### src/rtl/bbc_pkg.sv
// Shared types and constants for the bracket balance checker.
package bbc_pkg;

    // Character codes
    localparam logic [7:0] CHR_NUL    = 8'h00;
    localparam logic [7:0] CHR_PAREN_OPEN  = 8'h28;
    localparam logic [7:0] CHR_PAREN_CLOSE = 8'h29;
    localparam logic [7:0] CHR_SQUARE_OPEN  = 8'h5B;
    localparam logic [7:0] CHR_SQUARE_CLOSE = 8'h5D;
    localparam logic [7:0] CHR_CURLY_OPEN  = 8'h7B;
    localparam logic [7:0] CHR_CURLY_CLOSE = 8'h7D;

    // Bracket kinds held on the stack
    localparam logic [1:0] KIND_PAREN  = 2'd0;
    localparam logic [1:0] KIND_SQUARE = 2'd1;
    localparam logic [1:0] KIND_CURLY  = 2'd2;

    // Mode register values
    localparam logic MODE_PAREN_ONLY = 1'b0;
    localparam logic MODE_MULTI_KIND = 1'b1;

    // Register map (word index)
    localparam logic REG_BRACKET_MODE = 1'b0;

    typedef enum logic [2:0] {
        ERR_NONE     = 3'd0,
        ERR_MISMATCH = 3'd1,
        ERR_EMPTY    = 3'd2,
        ERR_UNCLOSED = 3'd3,
        ERR_OVERFLOW = 3'd4
    } err_kind_t;

    typedef struct packed {
        logic [7:0] char_byte;
        logic       last_char;
    } in_item_t;

    typedef struct packed {
        logic       balanced;
        logic [2:0] error_kind;
    } out_item_t;

    // Shift command for the row of stack cells
    typedef struct packed {
        logic       push;
        logic       pop;
        logic [1:0] kind;
    } stack_op_t;

endpackage

### src/rtl/bbc_cell.sv
// One stack entry: takes its upper neighbor on push, its lower neighbor on pop.
module bbc_cell (
    input  logic                aclk,
    input  bbc_pkg::stack_op_t  op,
    input  logic [1:0]          upper_kind,
    input  logic [1:0]          lower_kind,
    output logic [1:0]          kind
);

    logic [1:0] kind_reg;

    // Shift down on push, up on pop, else hold
    always_ff @(posedge aclk) begin
        if (op.push) begin
            kind_reg <= upper_kind;
        end else if (op.pop) begin
            kind_reg <= lower_kind;
        end
    end

    assign kind = kind_reg;

endmodule

### src/rtl/bbc_cell_row.sv
// Row of stack cells; cell 0 holds the top of the stack.
module bbc_cell_row #(
    parameter int STACK_DEPTH = 64
) (
    input  logic                aclk,
    input  bbc_pkg::stack_op_t  op,
    output logic [1:0]          top_kind
);

    logic [1:0] kinds [STACK_DEPTH];

    genvar i;
    generate
        for (i = 0; i < STACK_DEPTH; i++) begin : g_cell
            logic [1:0] upper_kind;
            logic [1:0] lower_kind;

            // New entry enters at the top; bottom cell holds its own on pop
            if (i == 0) begin : g_top
                assign upper_kind = op.kind;
            end else begin : g_mid
                assign upper_kind = kinds[i-1];
            end
            if (i == STACK_DEPTH - 1) begin : g_bot
                assign lower_kind = kinds[i];
            end else begin : g_low
                assign lower_kind = kinds[i+1];
            end

            bbc_cell u_cell (
                .aclk       (aclk),
                .op         (op),
                .upper_kind (upper_kind),
                .lower_kind (lower_kind),
                .kind       (kinds[i])
            );
        end
    endgenerate

    assign top_kind = kinds[0];

endmodule

### src/rtl/bracket_balance_checker_core.sv
// Result: the verdict is on m_valid in the cycle after the item with last_char is accepted.
// Throughput: one item per cycle while the output register is free or draining; each item
// does at most one push or pop, and the cell row shifts one place per cycle.
// Reset: level, latched error, end flag and output valid clear; bracket_mode
// returns to 1 (multi-kind); stack cells are not cleared and are read only below the level.
// Top level of the bracket balance checker.
module bracket_balance_checker_core #(
    parameter int STACK_DEPTH = 64
) (
    input  logic               aclk,
    input  logic               aresetn,
    // Input items
    input  logic               s_valid,
    output logic               s_ready,
    input  bbc_pkg::in_item_t  s_item,
    // Result items
    output logic               m_valid,
    input  logic               m_ready,
    output bbc_pkg::out_item_t m_item,
    // Configuration
    input  logic               psel,
    input  logic               penable,
    input  logic               pwrite,
    input  logic [2:0]         paddr,
    input  logic [31:0]        pwdata,
    output logic [31:0]        prdata,
    output logic               pready
);

    localparam int LVL_W = $clog2(STACK_DEPTH + 1);
    localparam logic [LVL_W-1:0] LVL_FULL = LVL_W'(STACK_DEPTH);

    logic                mode_reg;
    logic [LVL_W-1:0]    lvl_reg, lvl_next;
    bbc_pkg::err_kind_t  err_reg, err_next, fin_err;
    logic                ended_reg, ended_next;
    logic                m_valid_reg, m_valid_next;
    bbc_pkg::out_item_t  m_item_reg, m_item_next;
    bbc_pkg::stack_op_t  op;
    logic [1:0]          top_kind;
    logic                take;
    logic                active;
    logic                full;
    logic                is_open, is_close;
    logic [1:0]          chr_kind;

    // Configuration port
    assign pready = 1'b1;
    assign prdata = (paddr[2] == bbc_pkg::REG_BRACKET_MODE) ? {31'd0, mode_reg} : 32'd0;

    always_ff @(posedge aclk) begin
        if (!aresetn) begin
            mode_reg <= bbc_pkg::MODE_MULTI_KIND;
        end else if (psel && penable && pwrite && pready &&
                     paddr[2] == bbc_pkg::REG_BRACKET_MODE) begin
            mode_reg <= pwdata[0];
        end
    end

    // Accept while the output register is free or draining
    assign s_ready = !m_valid_reg || m_ready;
    assign take    = s_valid && s_ready;
    assign active  = !ended_reg && (err_reg == bbc_pkg::ERR_NONE);
    assign full    = (lvl_reg == LVL_FULL);

    // Classify the byte
    always_comb begin
        is_open  = 1'b0;
        is_close = 1'b0;
        chr_kind = bbc_pkg::KIND_PAREN;
        case (s_item.char_byte)
            bbc_pkg::CHR_PAREN_OPEN: begin
                is_open = 1'b1;
            end
            bbc_pkg::CHR_SQUARE_OPEN: begin
                is_open  = 1'b1;
                chr_kind = bbc_pkg::KIND_SQUARE;
            end
            bbc_pkg::CHR_CURLY_OPEN: begin
                is_open  = 1'b1;
                chr_kind = bbc_pkg::KIND_CURLY;
            end
            bbc_pkg::CHR_PAREN_CLOSE: begin
                is_close = 1'b1;
            end
            bbc_pkg::CHR_SQUARE_CLOSE: begin
                is_close = 1'b1;
                chr_kind = bbc_pkg::KIND_SQUARE;
            end
            bbc_pkg::CHR_CURLY_CLOSE: begin
                is_close = 1'b1;
                chr_kind = bbc_pkg::KIND_CURLY;
            end
            default: begin
            end
        endcase
    end

    // Stack control, error latch and verdict
    always_comb begin
        op           = '0;
        op.kind      = chr_kind;
        lvl_next     = lvl_reg;
        err_next     = err_reg;
        ended_next   = ended_reg;
        fin_err      = bbc_pkg::ERR_NONE;
        m_item_next  = m_item_reg;
        m_valid_next = m_ready ? 1'b0 : m_valid_reg;

        if (take) begin
            if (active) begin
                if (s_item.char_byte == bbc_pkg::CHR_NUL) begin
                    ended_next = 1'b1;
                end else if (mode_reg == bbc_pkg::MODE_PAREN_ONLY) begin
                    if (s_item.char_byte == bbc_pkg::CHR_PAREN_OPEN) begin
                        if (full) begin
                            err_next = bbc_pkg::ERR_OVERFLOW;
                        end else begin
                            op.push  = 1'b1;
                            lvl_next = lvl_reg + 1'b1;
                        end
                    end else if (s_item.char_byte == bbc_pkg::CHR_PAREN_CLOSE &&
                                 lvl_reg != '0) begin
                        op.pop   = 1'b1;
                        lvl_next = lvl_reg - 1'b1;
                    end
                end else if (is_open) begin
                    if (full) begin
                        err_next = bbc_pkg::ERR_OVERFLOW;
                    end else begin
                        op.push  = 1'b1;
                        lvl_next = lvl_reg + 1'b1;
                    end
                end else if (is_close) begin
                    if (lvl_reg == '0) begin
                        err_next = bbc_pkg::ERR_EMPTY;
                    end else if (top_kind != chr_kind) begin
                        err_next = bbc_pkg::ERR_MISMATCH;
                    end else begin
                        op.pop   = 1'b1;
                        lvl_next = lvl_reg - 1'b1;
                    end
                end
            end

            if (s_item.last_char) begin
                fin_err = err_next;
                if (fin_err == bbc_pkg::ERR_NONE && lvl_next != '0) begin
                    fin_err = bbc_pkg::ERR_UNCLOSED;
                end
                m_item_next.balanced   = (fin_err == bbc_pkg::ERR_NONE);
                m_item_next.error_kind = fin_err;
                m_valid_next = 1'b1;
                lvl_next     = '0;
                err_next     = bbc_pkg::ERR_NONE;
                ended_next   = 1'b0;
            end
        end
    end

    always_ff @(posedge aclk) begin
        if (!aresetn) begin
            lvl_reg     <= '0;
            err_reg     <= bbc_pkg::ERR_NONE;
            ended_reg   <= 1'b0;
            m_valid_reg <= 1'b0;
        end else begin
            lvl_reg     <= lvl_next;
            err_reg     <= err_next;
            ended_reg   <= ended_next;
            m_valid_reg <= m_valid_next;
        end
    end

    always_ff @(posedge aclk) begin
        m_item_reg <= m_item_next;
    end

    assign m_valid = m_valid_reg;
    assign m_item  = m_item_reg;

    bbc_cell_row #(
        .STACK_DEPTH (STACK_DEPTH)
    ) u_row (
        .aclk     (aclk),
        .op       (op),
        .top_kind (top_kind)
    );

endmodule

### config.mk
export PLATFORM = sky130hd
export DESIGN_NAME = bracket_balance_checker_core
export DESIGN_NICKNAME = d
export VERILOG_FILES = /design/src/rtl/bbc_pkg.sv /design/src/rtl/bbc_cell.sv /design/src/rtl/bbc_cell_row.sv /design/src/rtl/bracket_balance_checker_core.sv
export SDC_FILE = /design/constraint.sdc
export NUM_CORES = 1
export LEC_CHECK = 0
export BUFFER_PORTS_ARGS = -buffer_cell sky130_fd_sc_hd__buf_2
export CAP_MARGIN = 20
export CORE_MARGIN = 2
export CORE_UTILIZATION = 50
export DETAILED_ROUTE_END_ITERATION = 10
export PLACE_DENSITY = 0.7
export SETUP_SLACK_MARGIN = 0.05
export SYNTH_ARGS = -nofsm -noshare
export SYNTH_HDL_FRONTEND = slang
export SYNTH_SLANG_ARGS = --single-unit
### constraint.sdc
create_clock -name aclk -period 14.8 [get_ports aclk]
set_input_delay 3.7 -clock aclk [delete_from_list [all_inputs] [get_ports aclk]]
set_output_delay 3.7 -clock aclk [all_outputs]
set_load 0.05 [all_outputs]
==> key figures <==
Placed design
  • # port buffers: 24
  • Placed cell areas: approximately 7500 um^2
  • GPL Wtd Cong: a little over 0.9
  • DP Wirelength: slightly above 9 mm

Worst setup path
  • Crit start category: primary input
  • Crit path required time: 11.10 ns
  • Max stage delay on crit path: about 0.28 ns
  • WS Path Type: in2out
  • Slowest-stage cell, CP: buf_2
  • Worst-path fanout max: 4
  • Worst setup EP type: output pin
  • CP arrival: ~4.2 ns
  • CP cell instances: buf_2 > nand2b_1 > buf_2
  • Top cell by count, worst path: buf_2

Pwr
  • Post-route total power: approximately 0.91 mW
  • PwrDens: between 100 and 150 nW/um^2
  • Pleak: roughly 3.2 nW
  • Peak VDD IR: 0.0792 mV

Floorplanning
  • DIE AREA: roughly 16000 um^2
  • FP Rows: 44
  • Starting Density: approximately half
  • Die span in y: roughly 130 um
  • IO Pins: 90
  • Core outline area: 14500 um^2
  • Die X: about 130 um

Timing
  • Final hold slack: around 0.46 ns
  • Final setup viols: 0
  • Max-slew headroom: 31.2%
  • Setup TNS: 0 ns
  • Worst-margin pin slew: between 1 and 1.5 ns
  • FMAX: between 100 and 150 MHz
  • Endpoints failing hold: 0
  • Final max-slew violation count: 0
  • RSZ-0062 raised after global routing: no
  • Min cycle time layout: between 7 and 8 ns
  • Final Cycle Share: 53.3%
  • Worst Skew: a little over 0.01 ns

Layout
  • Number of diodes: 0
  • Most frequent cells in the layout: nand2_1 (393), edfxtp_1 (132), conb_1 (32)
  • Share of cells above drive strength 1: about 9%
  • Nets@finish: 868
  • Synth-to-layout area growth: 9.79%
  • Design area: 8120 um^2
  • Commonest non-fill, non-tap cell in the layout: nand2_1
  • Max FFs per register: 128

Logic synthesis
  • Mapped cell area: approximately 7400 um^2
  • Synth Warn #: 0
  • Sequential element share of the synthesized area: between 50% and 60%
  • Async SR Flop Fraction: 0%
  • Syn_area_per_cell: a little over 9 um^2
  • Post-synth cell types: 68
  • Gate Count Post-Synth: ~810
  • Synth Register Bits: 145
  • Post-synth EDFFs: ~130
  • Top_reg_cell synth: edfxtp_1

Clock network
  • Clock root cell: clkbuf_16
  • Clk Latency, worst-skew pair: 0.43 ns
  • Worst-path clk slew: approximately 0.06 ns
  • Max H-tree Level: 4
  • Post-CTS Setup Bufs: 0
  • CTS tree: done
  • Post-CTS Resized: 0
  • Cts hold-fix bufs: 0
  • Number of buffers created by CTS: 17
  • Worst-case clock buffer depth: 2
  • CTS Sinks: 145

Global route
  • Largest net degree at the start of global routing: between 100 and 150
  • First-pass GRT wire length: 23.9 mm
  • GRT Total Usage: a little under a fifth
  • Initial antenna violation count: 0
  • Vias in the first global route: approximately 4900
  • GRT overflow: 0

Job
  • Max Cap Viol: 0

Drt
  • Wl on met1: roughly 6.9 mm
  • DRC: 0
  • DR pass1 iterations: 5
  • Drt wl/cell: between 10 and 15 um
  • Initial DRC Count: around 540
  • Met2 routed WL: around 6.6 mm
  • WL met3: slightly above 700 um
  • Uppermost layer routed: met4
  • Via density: around 5.4
  • Final ANT Viol Nets: 0
  • Vias: 5461
  • Drt total wl: ~14 mm

Worst hold path
  • Worst hold path class: reg2reg

Outcome
  • Status: complete, no violations
[critical path: cells and delay by family]
kind	cells	cell delay (ns)
simple gates	1	0.13
buf+inv	2	0.35
[layer usage]
| metal | global-route usage [%] | up-vias |
|---|---|---|
| met5 | 0 | - |
| met4 | 6.86 | 0 |
| met3 | 5.06 | 20 |
| met2 | 27.8 | 137 |
| met1 | 26.3 | 2592 |
| li1 | - | 2712 |
[layout make-up]
class / instances / area [um^2]
Clock buffer: 20 / 437
Tap cell: 184 / 230
Multi-Input combinational cell: 611 / 2870
Fill cell: 1235 / 6360
Sequential cell: 145 / 4220
Clock inverter: 12 / 134
Timing Repair Buffer: 32 / 200
Inverter: 8 / 30.0
[synth_stat cells, types with 6 or more instances]
| master | instances | area [um^2] |
|---|---|---|
| o21ai_0 | 11 | 55.1 |
| buf_4 | 32 | 240 |
| nor3_1 | 14 | 70.1 |
| nand3_1 | 10 | 50.1 |
| or3_1 | 6 | 37.5 |
| clkbuf_1 | 29 | 109 |
| nor2b_1 | 9 | 56.3 |
| inv_1 | 8 | 30.0 |
| nor2_1 | 21 | 78.8 |
| nor4_1 | 6 | 37.5 |
| nand2_1 | 393 | 1480 |
| a21oi_1 | 17 | 85.1 |
| edfxtp_1 | 132 | 3960 |
| a31oi_1 | 6 | 37.5 |
| buf_2 | 11 | 55.1 |
| dfxtp_1 | 13 | 260 |
[worst paths after layout]
path                                              from                                   endpoint  slack (ns)  cells after the start
min reg2reg  u_row.g_cell[62].u_cell.kind[0]$_DFFE_PP_  u_row.g_cell[63].u_cell.kind[0]$_DFFE_PP_        0.46                      0
max                                            m_ready                                    s_ready        6.91                      3
min          u_row.g_cell[62].u_cell.kind[0]$_DFFE_PP_  u_row.g_cell[63].u_cell.kind[0]$_DFFE_PP_        0.46                      0
max reg2reg                    lvl_reg[1]$_SDFFE_PN0P_  u_row.g_cell[11].u_cell.kind[1]$_DFFE_PP_       10.75                      9
[per-stage QoR]
step,util [%],cells,setup WS (ns)
finish,56.1,1012,6.91
global route,56.1,1012,6.88
CTS,55.9,1011,6.91
detailed placement,52.0,979,6.91
global placement,52.0,979,6.91
floorplan,-,838,3.45
[kinds of logic (layout without fill, tap and decap cells)]
kind of cell / count (synthesis) / count (layout) / synth area share (%)
and+or+nand+nor: 490 / 490 / 28.1
DFF: 145 / 145 / 57.1
adders and majority gates: 2 / 2 / 0.338
AOI/OAI and AO/OA: 80 / 80 / 7.56
other: 2 / 32 / 0.102
buffers and inverters: 82 / 72 / 5.97
muxes: 1 / 1 / 0.152
xor gates and xnor gates: 6 / 6 / 0.711
[where the power goes]
group | internal (mW) | total [mW] | leakage [nW] | switching, mW
Combinational | 0.00950 | 0.0479 | 1.78 | 0.0384
Sequential | 0.443 | 0.445 | 1.18 | 0.00153
Clock | 0.249 | 0.418 | 0.270 | 0.169
No activity file was read; power rests on OpenSTA's default activity.
